### config.mk
export PLATFORM = sky130hd
export DESIGN_NAME = event_subscribe_dispatcher_core_flat
export DESIGN_NICKNAME = d
export VERILOG_FILES = /design/src/rtl/esd_pkg.sv /design/src/rtl/esd_req_if.sv /design/src/rtl/esd_rsp_if.sv /design/src/rtl/event_subscribe_dispatcher_core.sv /design/src/flat_wrapper.sv
export SDC_FILE = /design/constraint.sdc
export NUM_CORES = 1
export LEC_CHECK = 0
export BUFFER_PORTS_ARGS = -buffer_cell sky130_fd_sc_hd__buf_2
export CORE_MARGIN = 3
export CORE_UTILIZATION = 30
export CTS_CLUSTER_SIZE = 10
export DETAILED_ROUTE_END_ITERATION = 10
export GPL_ROUTABILITY_DRIVEN = 0
export MAX_ROUTING_LAYER = met4
export SLEW_MARGIN = 10
export SYNTH_ARGS = -nofsm -noshare
export SYNTH_HDL_FRONTEND = slang
export SYNTH_SLANG_ARGS = --single-unit
### constraint.sdc
create_clock -name clk -period 3.3 [get_ports clk]
set_input_delay 0.33 -clock clk [delete_from_list [all_inputs] [get_ports clk]]
set_output_delay 0.33 -clock clk [all_outputs]
set_load 0.01 [all_outputs]
### src/rtl/esd_pkg.sv
package esd_pkg;

  // Sizing of the dispatcher
  localparam int NUM_EVENTS      = 4;
  localparam int MAX_SUBSCRIBERS = 8;
  localparam int AGENT_ID_BITS   = 8;
  localparam int MAX_RESULTS     = 32;

  // Field widths on the channels
  localparam int ACTION_W = 2;
  localparam int EVENT_W  = 2;
  localparam int AGENT_W  = 8;
  localparam int KIND_W   = 2;

  // Derived internal widths
  localparam int EV_W    = (NUM_EVENTS > 1) ? $clog2(NUM_EVENTS) : 1;
  localparam int SUB_W   = (MAX_SUBSCRIBERS > 1) ? $clog2(MAX_SUBSCRIBERS) : 1;
  localparam int CNT_W   = $clog2(MAX_SUBSCRIBERS + 1);
  localparam int RES_W   = $clog2(MAX_RESULTS + 1);
  localparam int SUM_W   = ((RES_W > CNT_W) ? RES_W : CNT_W) + 1;
  localparam int DEPTH   = NUM_EVENTS * MAX_SUBSCRIBERS;
  localparam int ADDR_W  = (DEPTH > 1) ? $clog2(DEPTH) : 1;

  typedef enum logic [ACTION_W-1:0] {
    ACT_SUBSCRIBE = 2'd0,
    ACT_PUBLISH   = 2'd1,
    ACT_RUN       = 2'd2,
    ACT_NONE      = 2'd3
  } action_t;

  typedef enum logic [KIND_W-1:0] {
    KIND_SUB_ACK  = 2'd0,
    KIND_PUB_ACK  = 2'd1,
    KIND_DISPATCH = 2'd2,
    KIND_EMPTY    = 2'd3
  } kind_t;

  typedef enum logic [2:0] {
    S_IDLE,
    S_EXEC,
    S_SCAN,
    S_FETCH,
    S_DISP,
    S_DONE
  } state_t;

endpackage

### src/rtl/esd_req_if.sv
interface esd_req_if;
  import esd_pkg::*;

  logic                valid;
  logic                ready;
  logic [ACTION_W-1:0] action;
  logic [EVENT_W-1:0]  event_num;
  logic [AGENT_W-1:0]  agent_num;

  modport source(output valid, output action, output event_num, output agent_num,
                 input ready);
  modport sink(input valid, input action, input event_num, input agent_num,
               output ready);
endinterface

### src/rtl/esd_rsp_if.sv
interface esd_rsp_if;
  import esd_pkg::*;

  logic               valid;
  logic               ready;
  logic [KIND_W-1:0]  result_kind;
  logic               accepted;
  logic [EVENT_W-1:0] target_event;
  logic [AGENT_W-1:0] target_agent;
  logic               last_of_run;

  modport source(output valid, output result_kind, output accepted, output target_event,
                 output target_agent, output last_of_run, input ready);
  modport sink(input valid, input result_kind, input accepted, input target_event,
               input target_agent, input last_of_run, output ready);
endinterface

### src/rtl/event_subscribe_dispatcher_core.sv
// Publish-subscribe dispatcher. A subscribe request appends an agent to an
// event's list (refused when the list is full) and a publish request marks the
// event pending; each returns one acknowledgement. A run request walks the
// events in ascending order and for each pending one emits its subscribers in
// subscription order, each fetched in a state of its own through the single
// port of the subscriber table before its dispatch state; it stops at the first
// pending event that overruns the result budget, and a run with nothing to send
// gives one empty result. The block takes one request at a time and is not
// ready until the last result of the current request has been handed to the
// output register. No clearing pass runs after reset: counts and pending flags
// clear at once.
module event_subscribe_dispatcher_core (
  input  logic      clk,
  input  logic      rst,
  esd_req_if.sink   req,
  esd_rsp_if.source rsp
);
  import esd_pkg::*;

  state_t state, state_next;

  // Latched request
  action_t                  req_action;
  logic [EVENT_W-1:0]       req_event;
  logic [AGENT_ID_BITS-1:0] req_agent;
  logic                     ev_ok;

  // Table state
  logic [CNT_W-1:0]      sub_count      [NUM_EVENTS];
  logic [CNT_W-1:0]      sub_count_next [NUM_EVENTS];
  logic [NUM_EVENTS-1:0] pending, pending_next;
  logic [AGENT_ID_BITS-1:0] table_mem [DEPTH];
  logic [AGENT_ID_BITS-1:0] rd_data;

  // Sequencer registers
  logic [EV_W-1:0]  ev_idx, ev_idx_next;
  logic [SUB_W-1:0] sub_idx, sub_idx_next;
  logic [RES_W-1:0] n_res, n_res_next;
  logic                     held_valid, held_valid_next;
  logic [AGENT_ID_BITS-1:0] held_agent, held_agent_next;
  logic [EVENT_W-1:0]       held_event, held_event_next;

  // Output register
  logic               out_valid, out_valid_next;
  kind_t              out_kind, out_kind_next;
  logic               out_acc, out_acc_next;
  logic [EVENT_W-1:0] out_event, out_event_next;
  logic [AGENT_W-1:0] out_agent, out_agent_next;
  logic               out_last, out_last_next;

  logic             slot_free;
  logic             mem_we, mem_re;
  logic [SUB_W-1:0] sub_sel;
  logic [ADDR_W-1:0] mem_addr;
  logic [CNT_W-1:0] cnt_cur;
  logic             last_ev;
  logic             no_fit;

  assign req.ready = (state == S_IDLE);
  assign slot_free = !out_valid || rsp.ready;
  assign cnt_cur   = sub_count[ev_idx];
  assign last_ev   = (ev_idx == EV_W'(NUM_EVENTS - 1));
  assign no_fit    = (SUM_W'(n_res) + SUM_W'(cnt_cur)) > SUM_W'(MAX_RESULTS);

  // One table port: write slot on subscribe, scan slot otherwise
  assign sub_sel  = (state == S_EXEC) ? SUB_W'(cnt_cur) : sub_idx;
  assign mem_addr = ADDR_W'(ev_idx) * ADDR_W'(MAX_SUBSCRIBERS) + ADDR_W'(sub_sel);

  always_ff @(posedge clk) begin
    if (mem_we) begin
      table_mem[mem_addr] <= req_agent;
    end
    if (mem_re) begin
      rd_data <= table_mem[mem_addr];
    end
  end

  // Capture the request
  always_ff @(posedge clk) begin
    if (req.valid && req.ready) begin
      req_action <= action_t'(req.action);
      req_event  <= req.event_num;
      req_agent  <= AGENT_ID_BITS'(req.agent_num);
      ev_ok      <= 32'(req.event_num) < NUM_EVENTS;
    end
  end

  always_ff @(posedge clk) begin
    if (rst) begin
      state      <= S_IDLE;
      pending    <= '0;
      out_valid  <= 1'b0;
      held_valid <= 1'b0;
      ev_idx     <= '0;
      n_res      <= '0;
      for (int i = 0; i < NUM_EVENTS; i++) begin
        sub_count[i] <= '0;
      end
    end else begin
      state      <= state_next;
      pending    <= pending_next;
      out_valid  <= out_valid_next;
      held_valid <= held_valid_next;
      ev_idx     <= ev_idx_next;
      n_res      <= n_res_next;
      for (int i = 0; i < NUM_EVENTS; i++) begin
        sub_count[i] <= sub_count_next[i];
      end
    end
  end

  always_ff @(posedge clk) begin
    sub_idx    <= sub_idx_next;
    held_agent <= held_agent_next;
    held_event <= held_event_next;
    out_kind   <= out_kind_next;
    out_acc    <= out_acc_next;
    out_event  <= out_event_next;
    out_agent  <= out_agent_next;
    out_last   <= out_last_next;
  end

  // Sequencer
  always_comb begin
    state_next      = state;
    pending_next    = pending;
    sub_count_next  = sub_count;
    ev_idx_next     = ev_idx;
    sub_idx_next    = sub_idx;
    n_res_next      = n_res;
    held_valid_next = held_valid;
    held_agent_next = held_agent;
    held_event_next = held_event;
    out_valid_next  = out_valid && !rsp.ready;
    out_kind_next   = out_kind;
    out_acc_next    = out_acc;
    out_event_next  = out_event;
    out_agent_next  = out_agent;
    out_last_next   = out_last;
    mem_we          = 1'b0;
    mem_re          = 1'b0;

    unique case (state)
      S_IDLE: begin
        if (req.valid) begin
          ev_idx_next = EV_W'(req.event_num);
          state_next  = S_EXEC;
        end
      end

      S_EXEC: begin
        unique case (req_action)
          ACT_SUBSCRIBE: begin
            if (slot_free) begin
              out_valid_next = 1'b1;
              out_kind_next  = KIND_SUB_ACK;
              out_acc_next   = ev_ok && (cnt_cur < CNT_W'(MAX_SUBSCRIBERS));
              out_event_next = req_event;
              out_agent_next = AGENT_W'(req_agent);
              out_last_next  = 1'b1;
              // Append the agent when the list has room
              if (ev_ok && (cnt_cur < CNT_W'(MAX_SUBSCRIBERS))) begin
                mem_we                 = 1'b1;
                sub_count_next[ev_idx] = cnt_cur + CNT_W'(1);
              end
              state_next = S_IDLE;
            end
          end
          ACT_PUBLISH: begin
            if (slot_free) begin
              out_valid_next = 1'b1;
              out_kind_next  = KIND_PUB_ACK;
              out_acc_next   = 1'b0;
              out_event_next = req_event;
              out_agent_next = '0;
              out_last_next  = 1'b1;
              if (ev_ok) begin
                pending_next[ev_idx] = 1'b1;
              end
              state_next = S_IDLE;
            end
          end
          ACT_RUN: begin
            ev_idx_next     = '0;
            n_res_next      = '0;
            held_valid_next = 1'b0;
            state_next      = S_SCAN;
          end
          default: begin
            state_next = S_IDLE;
          end
        endcase
      end

      // Look at one event per cycle
      S_SCAN: begin
        if (pending[ev_idx] && no_fit) begin
          state_next = S_DONE;
        end else if (pending[ev_idx] && (cnt_cur != '0)) begin
          pending_next[ev_idx] = 1'b0;
          sub_idx_next         = '0;
          state_next           = S_FETCH;
        end else begin
          pending_next[ev_idx] = 1'b0;
          if (last_ev) begin
            state_next = S_DONE;
          end else begin
            ev_idx_next = ev_idx + EV_W'(1);
          end
        end
      end

      S_FETCH: begin
        mem_re     = 1'b1;
        state_next = S_DISP;
      end

      // Push the previous dispatch out, hold the new one
      S_DISP: begin
        if (!held_valid || slot_free) begin
          if (held_valid) begin
            out_valid_next = 1'b1;
            out_kind_next  = KIND_DISPATCH;
            out_acc_next   = 1'b0;
            out_event_next = held_event;
            out_agent_next = AGENT_W'(held_agent);
            out_last_next  = 1'b0;
          end
          held_valid_next = 1'b1;
          held_agent_next = rd_data;
          held_event_next = EVENT_W'(ev_idx);
          n_res_next      = n_res + RES_W'(1);
          if ((CNT_W'(sub_idx) + CNT_W'(1)) == cnt_cur) begin
            if (last_ev) begin
              state_next = S_DONE;
            end else begin
              ev_idx_next = ev_idx + EV_W'(1);
              state_next  = S_SCAN;
            end
          end else begin
            sub_idx_next = sub_idx + SUB_W'(1);
            state_next   = S_FETCH;
          end
        end
      end

      // Close the run: final dispatch or the empty marker
      S_DONE: begin
        if (slot_free) begin
          out_valid_next = 1'b1;
          out_acc_next   = 1'b0;
          out_last_next  = 1'b1;
          if (held_valid) begin
            out_kind_next  = KIND_DISPATCH;
            out_event_next = held_event;
            out_agent_next = AGENT_W'(held_agent);
          end else begin
            out_kind_next  = KIND_EMPTY;
            out_event_next = '0;
            out_agent_next = '0;
          end
          held_valid_next = 1'b0;
          state_next      = S_IDLE;
        end
      end

      default: begin
        state_next = S_IDLE;
      end
    endcase
  end

  assign rsp.valid        = out_valid;
  assign rsp.result_kind  = out_kind;
  assign rsp.accepted     = out_acc;
  assign rsp.target_event = out_event;
  assign rsp.target_agent = out_agent;
  assign rsp.last_of_run  = out_last;

  // A held dispatch exists only while a run is in progress
  a_held_in_run: assert property (@(posedge clk) disable iff (rst)
    held_valid |-> (state == S_SCAN || state == S_FETCH || state == S_DISP ||
                    state == S_DONE))
    else $error("held dispatch outside a run");

  // A run never exceeds its result budget
  a_result_budget: assert property (@(posedge clk) disable iff (rst)
    32'(n_res) <= MAX_RESULTS)
    else $error("run result count over budget");

  // Dispatches name only real events
  a_dispatch_event: assert property (@(posedge clk) disable iff (rst)
    (rsp.valid && rsp.result_kind == KIND_DISPATCH) |-> 32'(rsp.target_event) < NUM_EVENTS)
    else $error("dispatch for an event that does not exist");

  // Subscriber counts stay within the list size
  a_count_bound: assert property (@(posedge clk) disable iff (rst)
    32'(cnt_cur) <= MAX_SUBSCRIBERS)
    else $error("subscriber count over list size");

endmodule

### src/flat_wrapper.sv
// flat-port wrapper written by rule: the top's interface ports become plain ports
module event_subscribe_dispatcher_core_flat import esd_pkg::*;
  (clk, rst, req_valid, req_action, req_event_num, req_agent_num, req_ready, rsp_valid, rsp_result_kind, rsp_accepted, rsp_target_event, rsp_target_agent, rsp_last_of_run, rsp_ready);
  esd_req_if req_i ();
  esd_rsp_if rsp_i ();
  input  logic clk;
  input  logic rst;
  input wire logic [$bits(req_i.valid)-1:0] req_valid;
  input wire logic [$bits(req_i.action)-1:0] req_action;
  input wire logic [$bits(req_i.event_num)-1:0] req_event_num;
  input wire logic [$bits(req_i.agent_num)-1:0] req_agent_num;
  output wire logic [$bits(req_i.ready)-1:0] req_ready;
  output wire logic [$bits(rsp_i.valid)-1:0] rsp_valid;
  output wire logic [$bits(rsp_i.result_kind)-1:0] rsp_result_kind;
  output wire logic [$bits(rsp_i.accepted)-1:0] rsp_accepted;
  output wire logic [$bits(rsp_i.target_event)-1:0] rsp_target_event;
  output wire logic [$bits(rsp_i.target_agent)-1:0] rsp_target_agent;
  output wire logic [$bits(rsp_i.last_of_run)-1:0] rsp_last_of_run;
  input wire logic [$bits(rsp_i.ready)-1:0] rsp_ready;
  assign req_i.valid = req_valid;
  assign req_i.action = req_action;
  assign req_i.event_num = req_event_num;
  assign req_i.agent_num = req_agent_num;
  assign req_ready = req_i.ready;
  assign rsp_valid = rsp_i.valid;
  assign rsp_result_kind = rsp_i.result_kind;
  assign rsp_accepted = rsp_i.accepted;
  assign rsp_target_event = rsp_i.target_event;
  assign rsp_target_agent = rsp_i.target_agent;
  assign rsp_last_of_run = rsp_i.last_of_run;
  assign rsp_i.ready = rsp_ready;
  event_subscribe_dispatcher_core u_core (.clk(clk), .rst(rst), .req(req_i), .rsp(rsp_i));
endmodule
==> run summary <==
NumNets Final: 1205
area fraction in compound gates after synthesis: 7.78%
kind of critical path: register to register
final critical-path share of the clock period: 90.9%
maxcap violations: 0
startpoint types: register
top_reg_cell synth: edfxtp_1
initial core utilization: 30.6%
outcome: completed
Die W: 222 um
r2r setup slk: 0.30 ns
share of layout cells above drive strength 1: 14.4%
Max Root-Sink Buffers: 3
clk sinks: 336
clock insertion delay at the later pin of the skew report: 0.53 ns
area grow syn2layout: 17.4%
final hold vios: 0
setup tns final: 0 ns
crit path launch: u_core.ev_idx[0]
routed vias/inst: 5.05
mux cell area share after synthesis: 4.61%
initial DRC count: 825
Leak: 0.00552 uW
fill count: 4350
GRT Util Overall: 14.0%
TritonRoute pass-1 iters: 6
skew final: 0.0206 ns
Bufs and invs on worst path: 1
grt total ovfl: 0
H-tree depth: 2
CTS tree: done
xor and xnor fraction of the mapped netlist area: 0.688%
Detail Placement HPWL: 21700 um
Setup violations, final: 0
CTS Buf Count: 39
Hold WC Path Type: input pin to register
Die Area: 0.0493 mm^2
max incr delay on CP: 0.41 ns
# IOs: 32
Synth Register Bits: 336
Cells after Synth: 1080
Root Driver: clkbuf_16
routed length per instance: 19.1 um
Peak Freq: 333 MHz
post-synthesis adder-cell area fraction: 1.21%
syn_nets: 1109
vias in the first global route: 8827
core region area: 0.0458 mm^2
Worst EP required: 3.52 ns
Max stage delay cell, worst path: fa_1
largest net degree at the start of global routing: 55
antenna-violating nets left: 0
Worst Max-Slew Pin Slew: 0.764 ns
Post-synth EDFFs: 303
post-synthesis sequential area ratio: 69.7%
DP Worst Slack: 0.0905 ns
Rows: 78
Synth Cell Area: 0.0140 mm^2
CP Capture Point: u_core.sub_idx[1]
largest family of logic cells by synthesized area: simple AND/OR/NAND/NOR gates
CP cell instances: mux4_2, ha_1, inv_1, fa_1, nand2b_1, a21oi_1, mux2i_1, a41oi_1, a21oi_2, a22o_1
vias: 9038
initial antenna violation count: 0
YS warnings: 0
CP max FO: 6
# DRC: 0
RSZ-0062 raised after global routing: no
Worst-path clk slew: 0.06 ns
hold path cells: 1
Synth Area in Simple Gates: 13.3%
Tmin final: 3.00 ns
P per Cell Area: 593 mW/mm^2
Worst R2R Start: u_core.ev_idx[0]
Mean Syn Cell Area: 13.0 um^2
Slew Viols, Final: 0
reg2reg path depth: 10
VDD IR max: 640 uV
CP top delay family: compound AO/OA/AOI/OAI gates
Die H: 222 um
slew margin rel.: 49.1%
Reg-to-Reg End: u_core.sub_idx[1]
diodes inserted: 0
Critical Path Stages: 10
asr flop ratio synth: 0%
Yosys cell types: 62
first-pass GRT wire length: 53000 um
PortBufs: 31
Setup crit end kind: register
Worst Slack Setup Final: 0.300 ns
worst path arrival time: 3.22 ns
Post-Route WL: 34100 um
-- layer usage --
layer  GRT usage, %  up-vias  share of wire, %
li1               -     4209                 -
met2           22.2      316                48
met5              -        -                 0
met1           19.1     4472                44
met4           3.45        0               1.9
met3           1.99       41               6.3
-- worst min path at each step --
stage,startpoint,to,slack (ns)
2_1_floorplan,u_core.rd_data[0],u_core.held_agent[0],0.40
3_3_place_gp,u_core.rd_data[6],u_core.held_agent[6],0.41
3_5_place_dp,u_core.rd_data[2],u_core.held_agent[2],0.40
4_1_cts,req_event_num[0],u_core.req_event[0],0.03
5_1_grt,req_event_num[0],u_core.req_event[0],0.03
6_report,req_event_num[0],u_core.req_event[0],0.05
-- registers in the layout (all words and copies together) (netlist names), named ones only --
| name | count |
|---|---|
| u_core.ev_idx | 2 |
| u_core.held_agent | 8 |
| u_core.held_event | 2 |
| u_core.held_valid | 1 |
| u_core.n_res | 6 |
| u_core.rd_data | 8 |
| u_core.req_action | 2 |
| u_core.req_agent | 8 |
| u_core.req_event | 2 |
| u_core.rsp.accepted | 1 |
| u_core.rsp.last_of_run | 1 |
| u_core.rsp.result_kind | 2 |
| u_core.rsp.target_agent | 8 |
| u_core.rsp.target_event | 2 |
| u_core.rsp.valid | 1 |
| u_core.state | 3 |
| u_core.sub_count | 16 |
| u_core.sub_idx | 3 |
| u_core.table_mem | 256 |
-- layout make-up --
class | count | area (um^2) | share of cell area (%)
Clock buffer | 54 | 1050 | 6.40
Sequential cell | 336 | 9760 | 59.3
Tap cell | 600 | 751 | 4.56
Clock inverter | 2 | 25.0 | 0.152
Inverter | 23 | 86.3 | 0.525
Timing Repair Buffer | 116 | 868 | 5.28
Multi-Input combinational cell | 660 | 3900 | 23.7
-- through the flow --
step	utilization [%]	cell area [um^2]	hold slack [ns]	power [uW]	instances
after global routing	35.9	16400	0.0330	10100	1791
after CTS	35.9	16400	0.0291	9840	1790
final	35.9	16400	0.0459	9750	1791
after global placement	33.3	15300	0.406	6090	1724
after floorplan	-	14000	0.400	5630	1080
after detailed placement	33.3	15300	0.405	6100	1724
-- worst reg2reg max path, cell delays in order (launching register included) --
cell and delay (ns):
dfxtp_2 0.36, mux4_2 0.36, ha_1 0.17, inv_1 0.06, fa_1 0.42, nand2b_1 0.17
a21oi_1 0.19, mux2i_1 0.25, a41oi_1 0.21, a21oi_2 0.29, a22o_1 0.24
-- power breakdown --
group          switching [uW]  leakage (uW)  internal, uW
sequential               42.0       0.00300          4800
clock                    1530      0.000521          2200
combinational             810       0.00200           370
-- synth_stat cells, types with 2 or more instances --
cell type,count,share of area (%)
a211oi_1,14,0.75
a21boi_0,2,0.11
a21o_1,2,0.11
a21oi_1,44,1.6
a221oi_1,6,0.38
a22o_1,11,0.69
a22oi_1,2,0.11
a31oi_1,10,0.45
a32o_1,2,0.14
a32oi_1,20,1.3
a41oi_1,4,0.25
and2_1,5,0.22
and3_1,6,0.27
buf_1,3,0.080
buf_2,27,0.96
buf_4,3,0.16
buf_6,3,0.24
clkbuf_1,25,0.67
dfxtp_1,33,4.7
edfxtp_1,303,65
ha_1,12,1.1
inv_1,22,0.59
mux2_2,3,0.24
mux2i_1,47,3.4
mux4_2,5,0.80
nand2_1,203,5.4
nand2b_1,6,0.27
nand3_1,69,2.5
nand4_1,24,1.1
nor2_1,73,2.0
nor2b_1,11,0.49
nor3_1,12,0.43
nor3b_1,3,0.16
o211ai_1,3,0.16
o21ai_0,22,0.79
o221ai_1,4,0.25
or2_2,2,0.089
xnor2_1,4,0.25
xor2_1,7,0.44
-- logic make-up (layout without fill, tap and decap cells) --
logic type	after synthesis	count (layout)
xor+xnor	11	11
compound gates	158	158
mux	57	57
fa+ha+maj	13	13
flops	336	336
simple gates	421	421
buf+inv	84	195
-- placed cells by master (no fill, tap or decap), drive strengths merged, types with 7 or more instances in the layout --
cell / instances
nor2b: 11
o21ai: 22
dlygate4sd3: 10
xor2: 7
ha: 12
nor2: 74
dfxtp: 33
a22o: 11
a211oi: 14
nand3: 69
clkbuf: 54
a21oi: 44
edfxtp: 303
a32oi: 20
nand2: 203
nand4: 24
nor3: 12
a31oi: 10
inv: 24
buf: 106
mux2i: 48
-- repair_timing --
action | in CTS | in global routing
endpoints found under the hold margin | 10 | 0
setup endpoints to repair | 0 | 11
gates resized for setup | 0 | 5
setup buffers | 0 | 1
hold buffers | 10 | 0
Note: power is estimated with default switching activity, not from simulation.
